**config.mk**
```make
export PLATFORM = sky130hd
export DESIGN_NAME = day_serial_to_calendar_date_top
export DESIGN_NICKNAME = d
export VERILOG_FILES = /design/src/sv/dscd_pkg.sv /design/src/sv/day_serial_to_calendar_date_top.sv
export SDC_FILE = /design/constraint.sdc
export NUM_CORES = 1
export LEC_CHECK = 0
export BUFFER_PORTS_ARGS = -buffer_cell sky130_fd_sc_hd__buf_2
export CORE_UTILIZATION = 54
export DETAILED_ROUTE_END_ITERATION = 6
export GPL_ROUTABILITY_DRIVEN = 0
export PLACE_DENSITY = 0.78
export SETUP_SLACK_MARGIN = 0.1
export SYNTH_ARGS = -nofsm -noshare
export SYNTH_HDL_FRONTEND = slang
export SYNTH_SLANG_ARGS = --single-unit
```
**constraint.sdc**
```tcl
create_clock -name clk_i -period 7.2 [get_ports clk_i]
set_clock_uncertainty 0.1 [all_clocks]
set_input_delay 1.08 -clock clk_i [delete_from_list [all_inputs] [get_ports clk_i]]
set_output_delay 1.08 -clock clk_i [all_outputs]
set_load 0.05 [all_outputs]
```
**src/sv/dscd_pkg.sv**
```systemverilog
// Shared constants and month-table function for the day serial to calendar date converter.
package dscd_pkg;

  localparam int unsigned SERIAL_BITS = 17;
  localparam int unsigned YEAR_W      = 12;
  localparam int unsigned MONTH_W     = 4;
  localparam int unsigned DAY_W       = 5;
  localparam int unsigned DOY_W       = 9;   // day of year, holds up to 366

  localparam logic [YEAR_W-1:0] BASE_YEAR  = YEAR_W'(1900);
  localparam logic [DOY_W-1:0]  LEN_COMMON = DOY_W'(365);
  localparam logic [DOY_W-1:0]  LEN_LEAP   = DOY_W'(366);
  localparam logic [MONTH_W-1:0] LAST_MONTH_IDX = MONTH_W'(11);

  typedef logic [DOY_W-1:0] doy_t;

  // Day of year (zero based) at which month idx+1 starts; idx is zero based.
  function automatic doy_t month_end(input logic leap, input logic [MONTH_W-1:0] idx);
    doy_t base;
    case (idx)
      4'd0:    base = DOY_W'(31);
      4'd1:    base = DOY_W'(59);
      4'd2:    base = DOY_W'(90);
      4'd3:    base = DOY_W'(120);
      4'd4:    base = DOY_W'(151);
      4'd5:    base = DOY_W'(181);
      4'd6:    base = DOY_W'(212);
      4'd7:    base = DOY_W'(243);
      4'd8:    base = DOY_W'(273);
      4'd9:    base = DOY_W'(304);
      4'd10:   base = DOY_W'(334);
      default: base = DOY_W'(365);
    endcase
    // February onward shifts by one in a leap year
    if (leap && idx != 4'd0) begin
      base = base + DOY_W'(1);
    end
    return base;
  endfunction

endpackage

```
**src/sv/day_serial_to_calendar_date_top.sv**
```systemverilog
// Day serial to Gregorian date converter: year loop, month scan and output register.

// Converts a zero-based day count from 1 January 1900 into Gregorian year, month
// and day of month (full leap rule, 1900 is a common year). An accepted input runs
// the year loop and the month scan; its result then waits for a free output
// register and is loaded there, after which the next input is taken. The year loop
// removes each whole year past 1900 (up to 358 for a 17-bit serial); the month scan
// steps past each month before the result: a single compare/subtract unit removes
// one year per cycle, then the month table is scanned one entry per cycle. The
// input is stalled while a conversion is in progress; a finished result sits in an
// output register, so a new transaction may start while it waits. A result still
// waiting when the next conversion ends holds that one until the register frees up.
module day_serial_to_calendar_date_top (
  input  logic                                clk_i,
  input  logic                                rst_ni,
  input  logic                                in_valid_i,
  output logic                                in_stall_o,
  input  logic [dscd_pkg::SERIAL_BITS-1:0]    serial_days_i,
  output logic                                out_valid_o,
  input  logic                                out_stall_i,
  output logic [dscd_pkg::YEAR_W-1:0]         year_o,
  output logic [dscd_pkg::MONTH_W-1:0]        month_o,
  output logic [dscd_pkg::DAY_W-1:0]          day_of_month_o
);

  localparam logic [1:0] ST_IDLE  = 2'd0;
  localparam logic [1:0] ST_YEAR  = 2'd1;
  localparam logic [1:0] ST_MONTH = 2'd2;
  localparam logic [1:0] ST_DONE  = 2'd3;

  logic [1:0] state_q, state_d;
  logic [dscd_pkg::SERIAL_BITS-1:0] rest_q, rest_d;
  logic [dscd_pkg::YEAR_W-1:0] year_q, year_d;
  logic [1:0] mod4_q, mod4_d;       // year mod 4
  logic [6:0] mod100_q, mod100_d;   // year mod 100
  logic [1:0] cent4_q, cent4_d;     // century mod 4
  logic [dscd_pkg::MONTH_W-1:0] mon_q, mon_d;
  logic [dscd_pkg::DAY_W-1:0] day_q, day_d;

  logic out_valid_q, out_valid_d;
  logic [dscd_pkg::YEAR_W-1:0]  out_year_q;
  logic [dscd_pkg::MONTH_W-1:0] out_month_q;
  logic [dscd_pkg::DAY_W-1:0]   out_day_q;

  logic in_take, out_free, out_load, leap;
  dscd_pkg::doy_t year_len, mend, mprev, doy_diff;
  logic [dscd_pkg::SERIAL_BITS-1:0] len_ext;
  logic year_fits;

  assign in_stall_o = (state_q != ST_IDLE);
  assign in_take    = in_valid_i && !in_stall_o;
  assign out_free   = !out_valid_q || !out_stall_i;
  assign out_load   = (state_q == ST_DONE) && out_free;

  assign leap = ((mod4_q == 2'd0) && (mod100_q != 7'd0)) ||
                ((mod100_q == 7'd0) && (cent4_q == 2'd0));

  assign year_len  = leap ? dscd_pkg::LEN_LEAP : dscd_pkg::LEN_COMMON;
  assign len_ext   = dscd_pkg::SERIAL_BITS'(year_len);
  assign year_fits = (rest_q >= len_ext);

  assign mend     = dscd_pkg::month_end(leap, mon_q);
  assign mprev    = (mon_q == '0) ? '0 : dscd_pkg::month_end(leap, mon_q - 4'd1);
  assign doy_diff = rest_q[dscd_pkg::DOY_W-1:0] - mprev;

  always_comb begin
    state_d  = state_q;
    rest_d   = rest_q;
    year_d   = year_q;
    mod4_d   = mod4_q;
    mod100_d = mod100_q;
    cent4_d  = cent4_q;
    mon_d    = mon_q;
    day_d    = day_q;
    case (state_q)
      ST_IDLE: begin
        if (in_take) begin
          rest_d   = serial_days_i;
          year_d   = dscd_pkg::BASE_YEAR;
          mod4_d   = 2'd0;
          mod100_d = 7'd0;
          cent4_d  = 2'd3;   // 19 mod 4
          mon_d    = '0;
          state_d  = ST_YEAR;
        end
      end
      ST_YEAR: begin
        if (year_fits) begin
          rest_d = rest_q - len_ext;
          year_d = year_q + dscd_pkg::YEAR_W'(1);
          mod4_d = mod4_q + 2'd1;
          if (mod100_q == 7'd99) begin
            mod100_d = 7'd0;
            cent4_d  = cent4_q + 2'd1;
          end else begin
            mod100_d = mod100_q + 7'd1;
          end
        end else begin
          state_d = ST_MONTH;
        end
      end
      ST_MONTH: begin
        // rest is below 366 here, so the low bits carry the day of year
        if ((mon_q < dscd_pkg::LAST_MONTH_IDX) &&
            (mend <= rest_q[dscd_pkg::DOY_W-1:0])) begin
          mon_d = mon_q + 4'd1;
        end else begin
          day_d   = doy_diff[dscd_pkg::DAY_W-1:0] + dscd_pkg::DAY_W'(1);
          state_d = ST_DONE;
        end
      end
      ST_DONE: begin
        if (out_free) begin
          state_d = ST_IDLE;
        end
      end
      default: begin
        state_d = ST_IDLE;
      end
    endcase
  end

  always_comb begin
    out_valid_d = out_valid_q;
    if (out_load) begin
      out_valid_d = 1'b1;
    end else if (!out_stall_i) begin
      out_valid_d = 1'b0;
    end
  end

  always_ff @(posedge clk_i or negedge rst_ni) begin
    if (!rst_ni) begin
      state_q     <= ST_IDLE;
      out_valid_q <= 1'b0;
    end else begin
      state_q     <= state_d;
      out_valid_q <= out_valid_d;
    end
  end

  always_ff @(posedge clk_i) begin
    rest_q   <= rest_d;
    year_q   <= year_d;
    mod4_q   <= mod4_d;
    mod100_q <= mod100_d;
    cent4_q  <= cent4_d;
    mon_q    <= mon_d;
    day_q    <= day_d;
    if (out_load) begin
      out_year_q  <= year_q;
      out_month_q <= mon_q + dscd_pkg::MONTH_W'(1);
      out_day_q   <= day_q;
    end
  end

  assign out_valid_o    = out_valid_q;
  assign year_o         = out_year_q;
  assign month_o        = out_month_q;
  assign day_of_month_o = out_day_q;

`ifndef ASSERT_OFF
  a_start_year: assert property (@(posedge clk_i) disable iff (!rst_ni)
    in_take |=> (state_q == ST_YEAR))
    else $error("accepted transaction did not start the year loop");

  a_month_range: assert property (@(posedge clk_i) disable iff (!rst_ni)
    out_valid_o |-> (month_o >= 4'd1) && (month_o <= 4'd12))
    else $error("month out of range");

  a_month_scan: assert property (@(posedge clk_i) disable iff (!rst_ni)
    (state_q == ST_MONTH) |-> (mon_q <= dscd_pkg::LAST_MONTH_IDX) &&
      (rest_q < dscd_pkg::SERIAL_BITS'(dscd_pkg::LEN_LEAP)))
    else $error("month scan out of range");

  a_load_slot: assert property (@(posedge clk_i) disable iff (!rst_ni)
    (out_valid_q && out_stall_i && !out_load) |=> out_valid_q)
    else $error("pending result dropped");
`endif

endmodule

```
==> results of run 1 <==
-- stage by stage --
stage          std cells  instance area, µm²
2_1_floorplan        463                4910
3_3_place_gp         601                5230
3_5_place_dp         601                5230
4_1_cts              617                5420
5_1_grt              617                5420
6_report             617                5420
-- logic make-up (layout without fill, tap and decap cells) --
| logic type | after synthesis | count (layout) |
|---|---|---|
| compound gates | 80 | 80 |
| xor+xnor | 45 | 45 |
| fa+ha+maj | 38 | 38 |
| buf+inv | 52 | 98 |
| flops | 82 | 82 |
| mux | 13 | 13 |
| simple gates | 153 | 153 |
-- per-layer routing --
metal	global-route usage, %	up-vias	part of all wire (%)	wire [µm]
met5	0	-	0	0
met4	5.77	0	1.3	110
met3	3.67	13	4.8	424
met2	33.1	104	50	4380
met1	25.7	1625	44	3870
li1	-	1727	-	-
-- synthesized netlist by cell type (all sizes together), types with 6 or more instances --
library cell | n | area (µm²)
nand2b | 6 | 37.5
ha | 36 | 450
inv | 37 | 139
mux2 | 8 | 93.8
dfxtp | 9 | 180
clkbuf | 12 | 45.0
xor2 | 10 | 87.6
o21ai | 19 | 95.1
a21oi | 27 | 135
nand4 | 8 | 50.1
nor3 | 9 | 45.0
nand2 | 30 | 115
nand3 | 17 | 85.1
edfxtp | 70 | 2100
and3 | 8 | 50.1
nor2 | 44 | 168
xnor2 | 35 | 307
and2 | 14 | 87.6
-- area by class of cell --
class / instances / area [µm²] / share of cell area, %
Clock buffer: 11 / 131 / 2.42
Timing Repair Buffer: 45 / 230 / 4.25
Sequential cell: 82 / 2360 / 43.5
Multi-Input combinational cell: 329 / 2360 / 43.6
Clock inverter: 5 / 63.8 / 1.18
Inverter: 37 / 139 / 2.56
Tap cell: 108 / 135 / 2.49
-- how the worst max path moves through the flow --
stage,endpoint,slack (ns),depth (start not counted)
6_report,flop,2.36,17
5_1_grt,flop,1.95,17
4_1_cts,flop,2.41,17
3_5_place_dp,flop,2.43,17
3_3_place_gp,flop,2.74,18
2_1_floorplan,cent4_q[0],2.36,11
==> impl_results.md, run 1 <==
- Fill cells: 686
- Vias in the first global route: 3,352
- Synthesized area: 4910 µm²
- Post-CTS Setup Repair Bufs: 0
- Post-Synthesis Cells: 463
- Worst hold slack: 0.322 ns
- Die H: 97.4 µm
- Final wirelength: 8790 µm
- CTS Root Cell: clkbuf_8
- Num ports: 44
- Clock slew at reported path FFs: 0.08 ns
- Final hold vios: 0
- Synth Flop Type: edfxtp_1
- Post-DRT Antenna Nets: 0
- Full die area: 9480 µm²
- Setup WS post-layout: 2.36 ns
- Adder-cell share of the synthesized area: 9.99%
- Global-route wire length before repair: 15,200 µm
- Fin Setup TNS: 0 ns
- CTS Hold Bufs: 0
- Total Routing Usage GR: 19.6%
- EDFF count, synth: 70
- Critical Path AT: 4.95 ns
- CP startpoint: mon_q[0]
- Slew Limit Headroom: 25.8%
- Number of I/O port buffers: 43
- Worst hold-check path type: flop to flop
- Most frequent cells in the layout: 70 x edfxtp_1, 43 x nor2_1, 43 x buf_2
- Area delta synth->final: 10.4%
- Vias/cell: 5.62
- Xor/xnor share of the synthesized area: 8.03%
- Crit Path Max Fanout: 15
- Syn_nets: 522
- Max_cap viols: 0
- Worst r2r path cells: 17
- CP max-delay cell: edfxtp_1
- CP Launch Type: flop
- Commonest non-fill, non-tap cell in the layout: edfxtp_1
- Clock sink count: 82
- Register area share after synthesis: 48.0%
- H-tree level count: 3
- Worst Min Path Start: day_q[0]
- Clock Path Buffers: 2
- Mux contribution to synthesized area: 2.93%
- Synth warn: 0
- CTS tree: yes
- Avg Cell Area, Syn: 10.6 µm²
- Hold Crit Depth: 0
- R2R Setup Slk: 2.36 ns
- Worst hold endpoint: day_of_month_o[0]
- Drt drc: 0
- Setup crit end kind: flop
- 1st-iter DRT viols: 135
- Worst setup path category: flop to flop
- Buf+Inv Stages, Crit Path: 3
- Delay-heaviest family, CP: compound AO/OA/AOI/OAI gates
- Final period util: 67.2%
- Simple-gate share of the synthesized area: 15.5%
- Worst r2r src: mon_q[0]
- Number of antenna violations at the first check in global routing: 0
- Worst path cell trace: inv_1 > ha_1 > inv_1 > nor3_1 > nor2_2 > and4_1 > nand4_1 > xnor2_1 > ha_1 > nand4_1 > o221ai_1 > o31ai_4 > o311ai_2 > inv_1 > ha_1 > o21ai_0 > a31oi_1
- Main combinational cell family by area after synthesis: simple AND/OR/NAND/NOR gates
- Diode count: 0
- Fmax: 0.207 GHz
- Setup Slack @ Placement: 2.43 ns
- Congestion Overflow GR: 0
- Wire per inst: 14.2 µm
- Worst-Margin Slew: 1.11 ns
- Pin count of the biggest net entering global routing: 52
- CP max stage delay: 0.60 ns
- Status: finished clean
- 1st-pass router iterations: 4
- Number of CTS-inserted buffers: 9
- FP Rows: 34
- Core Region: 8760 µm²
- Synth cell types: 61
- Post-synthesis register bit count: 82
- Slew Limit Fails: 0
- Die W: 97.4 µm
- Post-synth ARST share: 3.66%
- Nets: 563
- Final setup vio count: 0
- Synth Area in Compound Gates: 11.4%
- Routed vias: 3,469
- DP Wirelength: 6420 µm
- Unrepaired setup endpoints after global routing: no
- Initial core utilization: 56.0%
- Clk Latency, worst-skew pair: 0.35 ns
- Ratio of cells with drive above 1 in the final layout: 15.7%
- Core Util, Final: 61.9%
- Required time of the critical path: 7.32 ns
- Min Tclk post-route: 4.84 ns
- # resized after CTS: 0
Power of run 1 is left out: the tool's default activity adds up to more than one toggle a clock period on the data nets, which glitch-free logic cannot reach.
==> inputs of run 2 (changes only) <==
==> constraint.sdc (replaced) <==
create_clock -name clk_i -period 4.8 [get_ports clk_i]
set_clock_uncertainty 0.1 [all_clocks]
set_input_delay 0.72 -clock clk_i [delete_from_list [all_inputs] [get_ports clk_i]]
set_output_delay 0.72 -clock clk_i [all_outputs]
set_load 0.05 [all_outputs]
==> run 2 against run 1 <==
Non-clock buffer count is 7 higher; die area stayed put; highest routed layer unchanged; worst setup slack worse by 1.9 ns; sequential cell count stayed put.
==> impl_results.md, run 2 (synthesized netlist as in run 1, its figures left out) <==
- Status: finished clean
- Met2 routed WL: 4560 µm (+4.0%)
- Slew Limit Fails: 0 (unchanged)
- Num ports: 44 (unchanged)
- Worst hold-check path type: input pin to asynchronous set/reset pin
- Setup crit end kind: flop
- Worst-Margin Slew: 1.13 ns (+0.0209 ns)
- CTS tree: yes
- Drt drc: 0 (unchanged)
- Clk Latency, worst-skew pair: 0.36 ns (about the same)
- Clock sink count: 82 (unchanged)
- Vias in the first global route: 3,427 (+2.2%)
- Commonest non-fill, non-tap cell in the layout: edfxtp_1
- Fmax: 0.228 GHz (+10%)
- Slew Limit Headroom: 24.4% (-1.4 points)
- Global-route wire length before repair: 15,700 µm (+2.7%)
- Pin count of the biggest net entering global routing: 52 (unchanged)
- Area delta synth->final: 11.5%
- Die H: 97.4 µm (unchanged)
- H-tree level count: 3 (unchanged)
- Total Routing Usage GR: 20.8% (+1.2 points)
- Number of I/O port buffers: 43 (unchanged)
- Clock Path Buffers: 2 (unchanged)
- FP Rows: 34 (unchanged)
- Max_cap viols: 0 (unchanged)
- Routed vias: 3,517 (+1.4%)
- Final period util: 91.3% (+24 points)
- Final setup vio count: 0 (unchanged)
- Full die area: 9480 µm² (unchanged)
- Vias/cell: 5.64 (+0.25%)
- Worst path cell trace: nor3_1 > nand4_1 > and2_1 > nor2_4 > and4_1 > nand4_1 > xnor2_1 > ha_1 > nand4_1 > or4_4 > o31ai_4 > mux2i_1 > o21ai_1 > inv_1 > ha_1 > a21oi_1 > o22ai_1
- CTS Root Cell: clkbuf_8
- Critical Path AT: 4.53 ns (-0.42 ns)
- Nets: 570 (+1.2%)
- Congestion Overflow GR: 0 (unchanged)
- Met3 WL: 446 µm (+5.2%)
- Ratio of cells with drive above 1 in the final layout: 17.2% (+1.5 points)
- Number of antenna violations at the first check in global routing: 0 (unchanged)
- Wl on met1: 4090 µm (+5.7%)
- DR top layer: met4
- Final hold vios: 0 (unchanged)
- Initial core utilization: 56.0% (unchanged)
- Crit Path Max Fanout: 7 (-8)
- Diode count: 0 (unchanged)
- 1st-iter DRT viols: 138 (+2.2%)
- Die W: 97.4 µm (unchanged)
- Clock slew at reported path FFs: 0.09 ns (about the same)
- Fin Setup TNS: 0 ns (unchanged)
- CP max-delay cell: or4_4
- Buf+Inv Stages, Crit Path: 1 (-2)
- Core Region: 8760 µm² (unchanged)
- Post-DRT Antenna Nets: 0 (unchanged)
- Unrepaired setup endpoints after global routing: no
- Worst setup path category: flop to flop
- Min Tclk post-route: 4.38 ns (-0.453 ns)
- Required time of the critical path: 4.95 ns (-2.37 ns)
- Number of CTS-inserted buffers: 9 (unchanged)
- Delay-heaviest family, CP: simple AND/OR/NAND/NOR gates
- CP Launch Type: flop
- DP Wirelength: 6820 µm (+6.2%)
- Final wirelength: 9350 µm (+6.3%)
- Most frequent cells in the layout: 70 x edfxtp_1, 43 x nor2_1, 43 x buf_2
- CP max stage delay: 0.59 ns (about the same)
- Wire per inst: 15.0 µm (+5.2%)
- Cell mode on critical path: nand4_1
- 1st-pass router iterations: 4 (unchanged)
==> run 2: layout make-up <==
type                    count  area [µm²]
multi-input cells         329        2380
flip-flops and latches     82        2360
inverters                  37         139
well taps                 108         135
fillers                   722        3290
clock inverters             7        52.6
clock buffers               9         124
repair buffers             52         283
==> run 2: final timing paths <==
kind	endpoint	start	depth (start not counted)	slack, ns
worst min-delay path	out_valid_o	rst_ni	1	0.04
worst max-delay path	flop	mod100_q[3]	17	0.42
min in group clk_i	day_of_month_o[3]	day_q[3]	0	0.32
max in group asynchronous	state_q[1]	rst_ni	1	4.46
worst max register to register	flop	mod100_q[3]	17	0.42
worst min register to register	day_of_month_o[3]	day_q[3]	0	0.32
==> run 2: stage by stage <==
stage          cell area, µm²  hold slack (ns)  utilization (%)  std cells  worst slack [ns]
2_1_floorplan            4910            0.300                -        463             0.518
3_3_place_gp             5260            0.304             60.1        606             0.393
3_5_place_dp             5260            0.305             60.1        606             0.264
4_1_cts                  5440           0.0325             62.1        622             0.218
5_1_grt                  5470           0.0282             62.5        624             0.134
6_report                 5470           0.0379             62.5        624             0.417
==> run 2: what timing repair did <==
action | CTS | global route
buffers inserted | 0 | 2
hold buffers | 0 | 0
setup endpoints to repair | 0 | 3
resized for setup | 0 | 3
==> run 2: routing by layer <==
layer	vias up	GRT usage, %
met5	-	0
met1	1658	25.7
met4	0	8.48
li1	1744	-
met3	18	4.60
met2	97	35.2
==> run 2: worst register-to-register path, delay by kind of cell, from the launching register on <==
| kind | cells | cell delay [ns] |
|---|---|---|
| xor+xnor | 1 | 0.15 |
| flops | 1 | 0.45 |
| mux | 1 | 0.13 |
| compound gates | 4 | 0.55 |
| fa+ha+maj | 2 | 0.61 |
| buf+inv | 1 | 0.11 |
| simple gates | 8 | 2.16 |
Power of run 2 is left out for the same reason.
